File: src/rba_ram.sv
module rba_ram #(
    parameter int WIDTH = 32,
    parameter int DEPTH = 128
) (
    input  logic                     i_clk,
    input  logic                     i_we,
    input  logic [$clog2(DEPTH)-1:0] i_waddr,
    input  logic [WIDTH-1:0]         i_wdata,
    input  logic [$clog2(DEPTH)-1:0] i_raddr,
    output logic [WIDTH-1:0]         o_rdata
);

    logic [WIDTH-1:0] r_mem [DEPTH];
    logic [WIDTH-1:0] r_rdata;

    always_ff @(posedge i_clk) begin
        if (i_we) begin
            r_mem[i_waddr] <= i_wdata;
        end
        r_rdata <= r_mem[i_raddr];
    end

    assign o_rdata = r_rdata;

endmodule

File: config.mk
export PLATFORM = sky130hd
export DESIGN_NAME = rba_ram
export DESIGN_NICKNAME = d
export VERILOG_FILES = /design/src/rba_ram.sv
export SDC_FILE = /design/constraint.sdc
export NUM_CORES = 2
export LEC_CHECK = 0
export BUFFER_PORTS_ARGS = -buffer_cell sky130_fd_sc_hd__buf_2
export CORE_MARGIN = 3
export CORE_UTILIZATION = 40
export CTS_CLUSTER_DIAMETER = 120
export CTS_CLUSTER_SIZE = 30
export DETAILED_ROUTE_END_ITERATION = 16
export REMOVE_ABC_BUFFERS = 1
export SLEW_MARGIN = 20
export SYNTH_ARGS = -nofsm -noshare
export SYNTH_HDL_FRONTEND = slang
export SYNTH_SLANG_ARGS = --single-unit
File: constraint.sdc
create_clock -name i_clk -period 3.76 [get_ports i_clk]
set_clock_uncertainty 0.15 [all_clocks]
set_input_delay 0.188 -clock i_clk [delete_from_list [all_inputs] [get_ports i_clk]]
set_output_delay 0.188 -clock i_clk [all_outputs]
set_load 0.1 [all_outputs]
; After elaboration in Yosys (flattened, before gate mapping)
; Memory sizes are Yosys's and may differ from the RTL's. A register that Yosys moved wholly into a read port is not among the register bits.
; Cells that the tools add are included.
; Widths: inputs -> output; s select.
[totals]
regBits = 0
mem_bits_rw = 4096
in_bits = 48
out_inout_bits = 32
wordCells = 3
memories = 1
[mem_list]
columns = name, depth, width, rd, rd_ports_with_merged_regs, write_ports, line
row1 = r_mem, 128, 32, 1, 1, 1, 13  ; logic [WIDTH-1:0] r_mem [DEPTH];
[op_classes]
muxes = 2
[ops]
columns = cell, count
row1 = $mux 1, 2

; Depth between registers and ports, before layout
[depth]
ltp_word = 2
ltp_mapped = 8
ltp_nobuf = 4

; Worst setup path before layout
; No wires, ideal clock.
[synth_timing]
path_kind = input-to-reg
start = in i_we
end = mem r_mem[98][0] (enable)
setup_ns = 0.461
arrival_time_ns = 2.966
required_time_ns = 3.149
setup_slack_ns = 0.183
stages = 3
path_buffers = 1
path_cell_list = clkbuf_1 nand4_1 nor3_1
[synth_between]
elab_chain_len = 2
[synth_rtl]
columns = element, line
row1 = from (decl), 6  ; input logic i_we,
row2 = $mux 1, 17  ; if (i_we) begin
row3 = $mux 1 (not written as such), 18  ; r_mem[i_waddr] <= i_wdata;
row4 = to (decl), 13
; Every way passes these cells.

==> impl_results.md <==
* CTS tree: yes
* Post-synthesis sequential area ratio at 0.791
* Max Root-Sink Buffers at 4
* Largest net degree at the start of global routing at 129
* Pwr/cell area at 451 mW/mm²
* Nets at 6420
* Combinational share of power at 0.071
* Slowest-stage cell, CP: mux4_2
* Worst path required time at 4.40 ns
* Worst Hold Class: primary input to flop
* Remaining routing DRC violations at 0
* Layout cell share with drive strength beyond 1 at 0.337
* Worst Path Max Fanout at 25
* Yosys top cell area share at 0.787
* Detail Route Antenna Nets at 0
* Num ports at 80
* Core Area at 0.387 mm²
* Routed Wire Length at 407 mm
* Clock root cell: clkbuf_16
* Clock-pin slew on the worst setup and hold paths at 0.12 ns
* Slew Viols, Final at 0
* First-pass DRT Iterations at 9
* Htree depth at 4
* Pre-CTS WS at -0.000606 ns
* Post-synth top cells: 4096 x edfxtp_1, 1344 x mux4_2, 182 x clkbuf_1
* EDFF count, synth at 4096
* Max-cap violation count at 0
* Slew Limit Headroom at 0.295
* CP bufs+invs at 4
* Non-filler instance count after layout at 11700
* Top_reg_cell synth: edfxtp_1
* Starting Density at 0.403
* Synth area leader: edfxtp_1
* Measured slew at the worst slew-check pin at 1.06 ns
* Status: finished, final reports clean
* Maximum vdd ir drop at 353 µV
* Via Count at 69400
* Synth-to-layout area growth at 10.9%
* Crit-path leading delay family: multiplexers
* DP HPWL at 230 mm
* First-pass GRT wire length at 564 mm
* Vias per cell at 5.93
* Final setup fails at 0
* Synth area leaders: edfxtp_1 79%, mux4_2 19%, clkbuf_1 0.44%
* Crit-path max cell delay at 0.67 ns
* Synth unique cells at 17
* Setup slack after layout at 0.912 ns
* Clock sink total at 4128
* Synthesized area at 0.156 mm²
* Syn Area/Cell at 26.1 µm²
* Fin. Hold Viols at 0
* Avg WL per Cell at 34.8 µm
* Most instantiated library cell after synthesis: edfxtp_1
* CTS buffer count at 165
* Die area at 0.398 mm²
* Initial antenna violation count at 63
* GPL Wtd Cong at 0.803
* RSZ-0062 raised after global routing: false
* Clock share of power at 0.278
* Crit share post-route at 0.757
* Port Buf Inserts at 79
* Setup crit end kind: flop
* Sequential power share at 0.651
* 1st-iter DRT viols at 9306
* Switch Pwr at 0.0170 W
* Die width at 631 µm
* FP Rows at 228
* Crit-path cells: buf_12 -> buf_12 -> buf_12 -> buf_4 -> mux4_2 -> mux4_2 -> mux4_2 -> mux2_2
* Internal power at 0.0612 W
* Skew-Pair Late Insertion Delay at 0.90 ns
* Critical Setup Path Class: primary input to flop
* F_max at 351 MHz
* Worst EP arrival at 3.49 ns
* Static leakage at 51.3 nW
* Startpoint types: primary input
* Gate Count Post-Synth at 5990
* Synth warnings at 0
* Die Y at 631 µm
* Vias in the first global route at 69600
* Synthesized flop and latch total at 4128
* Sw Ratio at 0.218
* Min Tclk post-route at 2.85 ns
* Asr flop ratio synth at 0
* # placed instances at 11300
* Gr usage total at 0.202
* Total grt overflow at 0
cells in the final DEF, fill, tap and decap left out, types with 3 or more instances in the layout:
| cell | instances |
|---|---|
| buf_12 | 163 |
| buf_2 | 41 |
| buf_4 | 269 |
| buf_6 | 9 |
| buf_8 | 3 |
| clkbuf_1 | 59 |
| clkbuf_16 | 168 |
| dfxtp_1 | 32 |
| diode_2 | 80 |
| dlygate4sd3_1 | 44 |
| edfxtp_1 | 4096 |
| mux2_2 | 32 |
| mux4_2 | 1344 |
| nand2_1 | 11 |
| nand2_2 | 3 |
| nand3_1 | 8 |
| nand3_2 | 4 |
| nand4_1 | 3 |
| nor2_1 | 3 |
| nor2_4 | 119 |
| nor2b_1 | 7 |
| nor3_2 | 9 |
flip-flops by register name, summed over array words and instances (netlist names):
| register | count |
|---|---|
| r_mem | 4096 |
| o_rdata | 32 |
worst paths after layout:
kind                      start     endpoint  slack [ns]  cells past startpoint
hold / removal       i_raddr[1]   o_rdata[2]         0.1                      4
setup reg to reg  r_mem[78][14]  o_rdata[14]        0.95                      4
hold reg to reg   r_mem[24][23]  o_rdata[23]        1.01                      4
setup / recovery     i_raddr[0]  o_rdata[13]        0.91                      8
area by class of cell:
cell class | instances | area [µm²]
Antenna cell | 80 | 200
Clock buffer | 227 | 4430
Clock inverter | 7 | 114
Fill cell | 31800 | 214000
Multi-Input combinational cell | 1546 | 32300
Sequential cell | 4128 | 124000
Tap cell | 5175 | 6470
Timing Repair Buffer | 531 | 6130
what timing repair did:
item	4_1_cts	5_1_grt
hold buffers	44	0
setup buffers	0	0
gates resized for setup	0	0
endpoints found under the hold margin	2928	0
cell families (layout without fill, tap and decap cells):
group / after synthesis / count (layout) / share of synthesized area
and+or+nand+nor: 170 / 170 / 0.00446
muxes: 1376 / 1376 / 0.196
DFF: 4128 / 4128 / 0.791
other: 0 / 80 / 0
buffers and inverters: 316 / 765 / 0.00839
power by group through the flow:
stage / combinational [W] / clock (W) / sequential [W]
3_3_place_gp: 0.00547 / 0 / 0.0520
5_1_grt: 0.00580 / 0.0238 / 0.0510
6_report: 0.00556 / 0.0217 / 0.0509
2_1_floorplan: 0.00188 / 0 / 0.0523
4_1_cts: 0.00560 / 0.0222 / 0.0510
3_5_place_dp: 0.00555 / 0 / 0.0520
through the flow:
stage                      TNS [ns]  power, W  utilization  hold WS, ns  area [µm²]
after floorplan                   0    0.0542            -        0.137      155000
after global placement      -0.0193    0.0575        0.434        0.475      168000
after detailed placement  -0.000606    0.0576        0.434        0.484      168000
after CTS                         0    0.0788        0.447       0.0494      173000
after global routing              0    0.0805        0.447       0.0715      173000
final                             0    0.0782        0.447       0.0963      173000
layer usage:
metal  wire, µm  GRT usage  vias to the layer above  part of all wire
met5         27          0                        -          0.000066
met4      10300     0.0488                        4             0.025
met3      32500     0.0329                      345             0.080
met2     200000      0.331                     2942              0.49
met1     164000      0.286                    39200              0.40
li1           -          -                    26900                 -
tightest hold or removal path, delay by kind of cell:
family,cells,cell delay [ns]
mux,3,0.76
buf+inv,1,0.15
Note: power is estimated with default switching activity, not from simulation.
