### src/rba_pkg.sv
package rba_pkg;

    typedef logic [31:0] t_word;

    // One input transfer: operation code and zone number.
    typedef struct packed {
        logic [1:0]  operation;
        logic [31:0] zone_id;
    } t_in_item;

    // One result transfer.
    typedef struct packed {
        logic [2:0]  status;
        logic [31:0] zone;
        logic [31:0] ref_count;
        logic [27:0] free_blocks;
    } t_out_item;

    // Control of the shared adder: enable, invert operand b, carry in.
    typedef struct packed {
        logic en;
        logic inv;
        logic cin;
    } t_alu_ctl;

    localparam logic [1:0] OP_ALLOC   = 2'd0;
    localparam logic [1:0] OP_RELEASE = 2'd1;
    localparam logic [1:0] OP_ADDREF  = 2'd2;
    localparam logic [1:0] OP_NONE    = 2'd3;

    localparam logic [2:0] STAT_OK       = 3'd0;
    localparam logic [2:0] STAT_NOSPACE  = 3'd1;
    localparam logic [2:0] STAT_OUTSIDE  = 3'd2;
    localparam logic [2:0] STAT_OVERFLOW = 3'd3;
    localparam logic [2:0] STAT_UNDERFLOW = 3'd4;
    localparam logic [2:0] STAT_BITCLR   = 3'd5;

    localparam logic [1:0] CFG_FIRST = 2'd0;
    localparam logic [1:0] CFG_COUNT = 2'd1;
    localparam logic [1:0] CFG_LOG   = 2'd2;

    // Position of the lowest clear bit of a map word.
    function automatic logic [4:0] first_zero(input logic [31:0] w);
        logic [4:0] pos;
        pos = '0;
        for (int k = 31; k >= 0; k--) begin
            if (!w[k]) begin
                pos = 5'(k);
            end
        end
        return pos;
    endfunction

endpackage

### src/rba_alu.sv
module rba_alu (
    input  logic              i_clk,
    input  rba_pkg::t_alu_ctl i_ctl,
    input  rba_pkg::t_word    i_a,
    input  rba_pkg::t_word    i_b,
    output rba_pkg::t_word    o_sum,
    output logic              o_carry
);

    // a + b + cin, or a + ~b + cin; a subtract leaves carry set when a >= b.
    logic [32:0]    n_res;
    rba_pkg::t_word r_sum;
    logic           r_carry;

    assign n_res = {1'b0, i_a} + {1'b0, (i_ctl.inv ? ~i_b : i_b)} + 33'(i_ctl.cin);

    always_ff @(posedge i_clk) begin
        if (i_ctl.en) begin
            r_sum   <= n_res[31:0];
            r_carry <= n_res[32];
        end
    end

    assign o_sum   = r_sum;
    assign o_carry = r_carry;

endmodule

### config.mk
export PLATFORM = sky130hd
export DESIGN_NAME = rba_alu
export DESIGN_NICKNAME = d
export VERILOG_FILES = /design/src/rba_pkg.sv /design/src/rba_alu.sv
export SDC_FILE = /design/constraint.sdc
export NUM_CORES = 1
export LEC_CHECK = 0
export ABC_AREA = 1
export BUFFER_PORTS_ARGS = -buffer_cell sky130_fd_sc_hd__buf_2
export CORE_ASPECT_RATIO = 1.25
export CORE_MARGIN = 4
export CORE_UTILIZATION = 35
export DETAILED_ROUTE_END_ITERATION = 16
export SLEW_MARGIN = 20
export SYNTH_ARGS = -nofsm -noshare
export SYNTH_HDL_FRONTEND = slang
export SYNTH_SLANG_ARGS = --single-unit
### constraint.sdc
create_clock -name i_clk -period 3.66 [get_ports i_clk]
set_input_delay 0.549 -clock i_clk [delete_from_list [all_inputs] [get_ports i_clk]]
set_output_delay 0.549 -clock i_clk [all_outputs]
set_load 0.05 [all_outputs]
---- After elaboration in Yosys (flattened, before gate mapping) ----
Cells that the tools add are included.
word-level totals
  flip-flop bits (word level) ............. 33
  input port bits ......................... 68
  output and inout bits ................... 33
  word-level logic and storage cells ...... 6
cells by class
  $add $sub $neg .......................... 2
  mux-type cells .......................... 1
  bitwise operators ....................... 1
operator list
  operator                 count
  adder 32 x 32 -> 33 bit  1
  adder 33 x 1 -> 33 bit   1
  two-way mux 32 bit       1
  inverter 32 bit          1

---- Depth between registers and ports, before layout ----
Gate-level depths: netlist of the first run.
  depth after elaboration ................. 4
  mapped depth ............................ 15
  gate-level depth less buffers ........... 13

---- Worst setup path before layout of the first run ----
Ideal clock, no wire load.
  kind .................................... input port to flip-flop
  from .................................... in i_ctl[1] (netlist name)
  to ...................................... reg r_sum[16], in the netlist o_sum[16], data pin
  library setup time ...................... 0.256 ns
  data arrival time ....................... 2.573 ns
  data required time ...................... 3.404 ns
  path slack .............................. 0.831 ns
  stages .................................. 13
  buffers on the path ..................... 2
  cell sequence ........................... clkbuf_1 > buf_2 > xnor2_1 > fa_1 > fa_1 > inv_1 > nand3_1 > nand3_1 > nand2_1 > a21oi_1 > nor2_1 > nand2_1 > nand2_1
between the ends
  cells in the longest elaborated chain, start to end .. 3
RTL lines
  item                     line           source
  from (decl)              rba_alu.sv:3   input rba_pkg::t_alu_ctl i_ctl,
  two-way mux 32 bit       rba_alu.sv:15  assign n_res = {1'b0, i_a} + {1'b0, (i_ctl.inv ? ~i_b : i_b)} + 33'(i_ctl.cin);
  adder 32 x 32 -> 33 bit  rba_alu.sv:15
  adder 33 x 1 -> 33 bit   rba_alu.sv:15
  named net n_res[16]      rba_alu.sv:11  logic [32:0] n_res;
  to (signal assigned)     rba_alu.sv:19  r_sum <= n_res[31:0];
  to (decl)                rba_alu.sv:12  rba_pkg::t_word r_sum;
The timed path passes the listed nets, and every way through them passes these cells.
A chain may end at the register's enable or synchronous reset.

---- Worst setup path after layout of the first run ----
Ends and elaborated chain as after synthesis.

==> results.sh, run 1 <==
export IMPL_status="finished clean"
export IMPL_routed_via_density=4.542
export IMPL_start_util_pct=35.65
export IMPL_cts_resized=0
export IMPL_dieArea_sq_um=12440
export IMPL_post_cts_setup_buffers=0
export IMPL_yosys_area_top_type_share_pct=26.44
export IMPL_rsz0062_at_grt="false"
export IMPL_post_route_cells_drive_above_1_share_pct=17.51
export IMPL_period_share_pct=66.22
export IMPL_dpl_hpwl_microns=9265
export IMPL_grt_usage_pct=17.46
export IMPL_yosys_top_cells_area="edfxtp_1 26%, nand2_1 23%, inv_1 12%"
export IMPL_layout_common_cells="233 x nand2_1, 121 x inv_1, 100 x buf_2"
export IMPL_multi_input_area_sq_um=2272
export IMPL_gp_congestion=0.9774
export IMPL_ioPinCount=101
export IMPL_p_leak_nw=2.726
export IMPL_slew_headroom_pct=45.65
export IMPL_grt_pass1_wl_microns=16920
export IMPL_holdWs_ns=0.7781
export IMPL_yosysWarnings=0
export IMPL_synth_area_sq_um=3747
export IMPL_synth_cell_types=24
export IMPL_antenna_cells=0
export IMPL_cap_violations=0
export IMPL_p_clk_share_pct=20.7
export IMPL_sw_frac_of_total_pct=45.67
export IMPL_cp_num_buf_inv=2
export IMPL_fill_cells=1149
export IMPL_synthCells=586
export IMPL_comb_power_share_pct=51.7
export IMPL_htree_levels=2
export IMPL_crit_type="input pin to register"
export IMPL_power_density_nw_per_um2=432.0
export IMPL_layout_commonest_cell="nand2_1"
export IMPL_cts_root_buf="clkbuf_16"
export IMPL_regArea_sq_um=991.0
export IMPL_num_vias=3738
export IMPL_hold_buffers=0
export IMPL_cp_top_family="adder cells"
export IMPL_syn_avg_cell_area_sq_um=6.395
export IMPL_report_final_hold_viol_count=0
export IMPL_grt_overflow_total=0
export IMPL_drt_first_iter_violations=141
export IMPL_grt_pass1_vias=3705
export IMPL_hold_class="input pin to register"
export IMPL_die_h_microns=123.7
export IMPL_cpPeakStageDelay_ns=0.42
export IMPL_crit_top_cell="nand2_1"
export IMPL_worst_pin_slew_ns=0.8153
export IMPL_switchingPower_mw=0.8950
export IMPL_coreArea_sq_um=10510
export IMPL_tritoncts="yes"
export IMPL_portBuffers=100
export IMPL_critPathMaxFanout=5
export IMPL_yosysSeqAreaShare_pct=26.44
export IMPL_cts_sinks=33
export IMPL_clk_pin_slew_ns=0.06
export IMPL_dr_pass1_iters=4
export IMPL_wl_per_cell_microns=12.92
export IMPL_tns_ns=0
export IMPL_ys_ff_latch=33
export IMPL_synth_nets=687
export IMPL_p_int_mw=1.065
export IMPL_die_x_microns=100.6
export IMPL_area_growth_pct=21.07
export IMPL_cp_arrival_ns=2.46
export IMPL_yosysTopAreaCell="edfxtp_1"
export IMPL_cts_path_max_buffers=2
export IMPL_drc_errors=0
export IMPL_num_rows=42
export IMPL_start_kind="input pin"
export IMPL_antenna_found_initial=0
export IMPL_fmax_mhz=412.6
export IMPL_cts_buffers=5
export IMPL_layout_min_cycle_time_ns=2.424
export IMPL_worst_ep_required_time_ns=3.70
export IMPL_seq_power_share_pct=27.7
export IMPL_end_kind="register"
export IMPL_setup_viol=0
export IMPL_grt_max_degree=34
export IMPL_cp_slowest_cell="fa_1"
export IMPL_fin_nets=791
export IMPL_slew_violations=0
export IMPL_peakVddDrop_mv=0.1526
export IMPL_crit_chain="buf_2 -> xnor2_1 -> fa_1 -> fa_1 -> inv_1 -> nand3_1 -> nand3_1 -> nand2_1 -> a21oi_1 -> nor2_1 -> nand2_1 -> nand2_1"
export IMPL_postRouteWirelength_microns=10630
export IMPL_detail_route_antenna_nets=0
-- power groups by stage --
stage	Sequential, mW	Combinational (mW)	Clock, mW
global placement	0.549	1.01	0
detailed placement	0.553	1.02	0
finish	0.543	1.01	0.405
global route	0.550	1.12	0.430
floorplan	0.819	0.484	0
CTS	0.546	1.02	0.420
-- cells by family after synthesis --
family / synth area share, %
AOI/OAI and AO/OA: 4.140
adders and majority gates: 11.42
buffers and inverters: 12.92
DFF: 26.44
and+or+nand+nor: 34.32
xor gates and xnor gates: 10.75
-- area by class of cell --
class | instances | share of cell area (%)
clock buffers | 6 | 2.841
clock inverters | 2 | 0.2206
inverters | 121 | 10.01
multi-input cells | 427 | 50.08
flip-flops and latches | 33 | 21.84
well taps | 132 | 3.640
repair buffers | 102 | 11.36
-- flip-flops by register name (all words and copies together), names as in the netlist --
signal   flops
o_carry      1
o_sum       32
-- per-stage QoR --
step,area (sq um),std cells,total power [mW],setup slack [ns],utilization (%)
after floorplan,3747,586,1.303,0.8307,-
after global placement,4398,815,1.562,0.9888,41.85
after detailed placement,4398,815,1.572,0.9396,41.85
after CTS,4537,823,1.988,1.235,43.17
after global routing,4537,823,2.099,1.014,43.17
final,4537,823,1.960,1.236,43.17
-- routing by layer --
| metal | share of wire (%) | vias up | GRT usage, % | wire (microns) |
|---|---|---|---|---|
| met5 | 0 | - | 0 | 0 |
| met4 | 3.4 | 0 | 8.425 | 363 |
| met2 | 50 | 109 | 32.01 | 5273 |
| met3 | 5.9 | 23 | 3.137 | 629 |
| li1 | - | 1987 | - | - |
| met1 | 41 | 1619 | 19.31 | 4365 |
-- final timing paths --
kind                     start             endpoint  slack, ns  depth (start not counted)
worst max-delay path  i_ctl[1]  o_sum[16]$_DFFE_PP_       1.24                         12
worst min-delay path    i_a[0]   o_sum[0]$_DFFE_PP_       0.78                          4
-- synthesized netlist by cell type --
library cell / instances
xnor2_1: 3
nand4_1: 5
nand3_2: 2
nor3_1: 3
nor2_1: 41
nor2_2: 2
nand2_2: 6
edfxtp_1: 33
a21oi_2: 1
inv_1: 121
fa_1: 2
buf_6: 1
nand2_1: 233
ha_1: 31
a21o_1: 1
o21bai_1: 2
xor2_1: 43
and2_1: 1
clkbuf_1: 1
o21ai_2: 1
buf_2: 3
a21oi_1: 22
o21ai_0: 1
nand3_1: 27
No activity file was read; power rests on OpenSTA's default activity.
==> run 2: changes to the inputs <==
- clock period: 3.66 -> 2.2 ns (I/O delays scaled with it)
==> results.sh, run 2 (synthesized netlist as in run 1, its figures left out) <==
export IMPL_tritoncts="yes"
export IMPL_layout_min_cycle_time_ns=2.029
export IMPL_area_growth_pct=33.26
export IMPL_grt_usage_pct=18.12
export IMPL_postRouteWirelength_microns=11270
export IMPL_switchingPower_mw=1.544
export IMPL_regArea_sq_um=991.0
export IMPL_crit_type="input pin to register"
export IMPL_sw_frac_of_total_pct=44.27
export IMPL_multi_input_area_sq_um=2312
export IMPL_dieArea_sq_um=12440
export IMPL_critPathMaxFanout=16
export IMPL_ioPinCount=101
export IMPL_cts_root_buf="clkbuf_16"
export IMPL_fill_cells=1121
export IMPL_cts_buffers=5
export IMPL_p_int_mw=1.944
export IMPL_num_rows=42
export IMPL_slew_headroom_pct=45.63
export IMPL_utilization_pct=47.51
export IMPL_drt_first_iter_violations=154
export IMPL_gp_congestion=0.9563
export IMPL_power_density_nw_per_um2=698.4
export IMPL_post_route_cells_drive_above_1_share_pct=24.76
export IMPL_setup_viol=0
export IMPL_power_mw=3.488
export IMPL_cts_path_max_buffers=2
export IMPL_comb_power_share_pct=54.8
export IMPL_routed_via_density=4.509
export IMPL_die_x_microns=100.6
export IMPL_grt_overflow_total=0
export IMPL_portBuffers=100
export IMPL_antenna_found_initial=0
export IMPL_cap_violations=0
export IMPL_p_clk_share_pct=19.2
export IMPL_end_kind="register"
export IMPL_worst_ep_required_time_ns=2.34
export IMPL_fin_nets=844
export IMPL_holdWs_ns=0.5799
export IMPL_coreArea_sq_um=10510
export IMPL_detail_route_antenna_nets=0
export IMPL_dpl_hpwl_microns=9863
export IMPL_num_vias=3945
export IMPL_dr_pass1_iters=4
export IMPL_layout_commonest_cell="nand2_1"
export IMPL_htree_levels=2
export IMPL_slew_violations=0
export IMPL_largest_reg_flops=32
export IMPL_layout_common_cells="231 x nand2_1, 120 x inv_1, 100 x buf_2"
export IMPL_hold_buffers=0
export IMPL_status="finished clean"
export IMPL_hold_class="input pin to register"
export IMPL_p_leak_nw=2.995
export IMPL_fmax_mhz=492.8
export IMPL_hold_path_end="o_sum[9]$_DFFE_PP_"
export IMPL_peakVddDrop_mv=0.2873
export IMPL_antenna_cells=0
export IMPL_worstHoldStart="i_a[9]"
export IMPL_start_util_pct=35.65
export IMPL_start_kind="input pin"
export IMPL_report_final_hold_viol_count=0
export IMPL_clk_pin_slew_ns=0.05
export IMPL_worst_pin_slew_ns=0.8155
export IMPL_grt_pass1_vias=3948
export IMPL_rsz0062_at_grt="true"
export IMPL_wl_per_cell_microns=12.88
export IMPL_seq_power_share_pct=25.9
export IMPL_grt_max_degree=34
export IMPL_die_h_microns=123.7
export IMPL_grt_pass1_wl_microns=17800
export IMPL_drc_errors=0
export IMPL_period_share_pct=92.25
export IMPL_cp_arrival_ns=2.17
export IMPL_cts_sinks=33
export IMPL_holdPathStages=3
run 2: cell count changes in the layout (fill, tap and decap cells not counted), sizes merged:
| cell | delta |
|---|---|
| buf | +53 |
| clkinv | -1 |
run 2: layout make-up:
type / instances / share of cell area (%)
Clock buffer: 6 / 2.581
Clock inverter: 1 / 0.07517
Inverter: 121 / 9.095
Multi-Input combinational cell: 427 / 46.30
Sequential cell: 33 / 19.84
Tap cell: 132 / 3.307
Timing Repair Buffer: 155 / 18.79
run 2: critical path: stages:
cell     delay (ns)
buf_2          0.16
buf_12         0.17
xor2_1         0.16
ha_1           0.36
nand2_1        0.15
nor2_1         0.23
nand2_1        0.13
a21oi_2        0.16
nor2_2         0.07
buf_4          0.13
o21ai_2        0.11
run 2: metrics by stage:
step,setup TNS (ns),setup WS (ns),area (sq um),cells
2_1_floorplan,-0.1834,-0.05256,3796,586
3_3_place_gp,-1.775,-0.1452,4850,868
3_5_place_dp,-2.196,-0.1449,4850,868
4_1_cts,0,0.1424,4982,875
5_1_grt,-0.004204,-0.004204,4994,875
6_report,0,0.1706,4994,875
run 2: worst max path at each step:
stage / start / end / slack (ns) / cells after the start
6_report: i_ctl[1] / o_carry$_DFFE_PP_ / 0.17 / 11
5_1_grt: i_ctl[1] / o_sum[22]$_DFFE_PP_ / -0.004 / 14
4_1_cts: i_ctl[1] / o_carry$_DFFE_PP_ / 0.14 / 12
3_5_place_dp: i_ctl[1] / o_sum[29]$_DFFE_PP_ / -0.14 / 15
3_3_place_gp: i_ctl[1] / o_sum[25]$_DFFE_PP_ / -0.15 / 11
2_1_floorplan: i_ctl[1] / o_sum[16]$_DFFE_PP_ / -0.05 / 13
run 2: metal layers:
metal	track usage, %	wire length, microns
met3	2.857	649
met2	35.57	5907
met1	20.05	4546
met5	0	0
met4	4.465	163
run 2: power by group through the flow:
stage,clock [mW],sequential [mW],combinational [mW]
floorplan,0,1.36,0.818
global placement,0,0.915,1.91
detailed placement,0,0.919,1.92
CTS,0.689,0.907,1.93
global route,0.705,0.914,2.10
finish,0.671,0.904,1.91
run 2: what timing repair did:
action,4_1_cts,5_1_grt
gates resized for setup,0,4
endpoints found under the setup margin,0,3
setup buffers,0,0
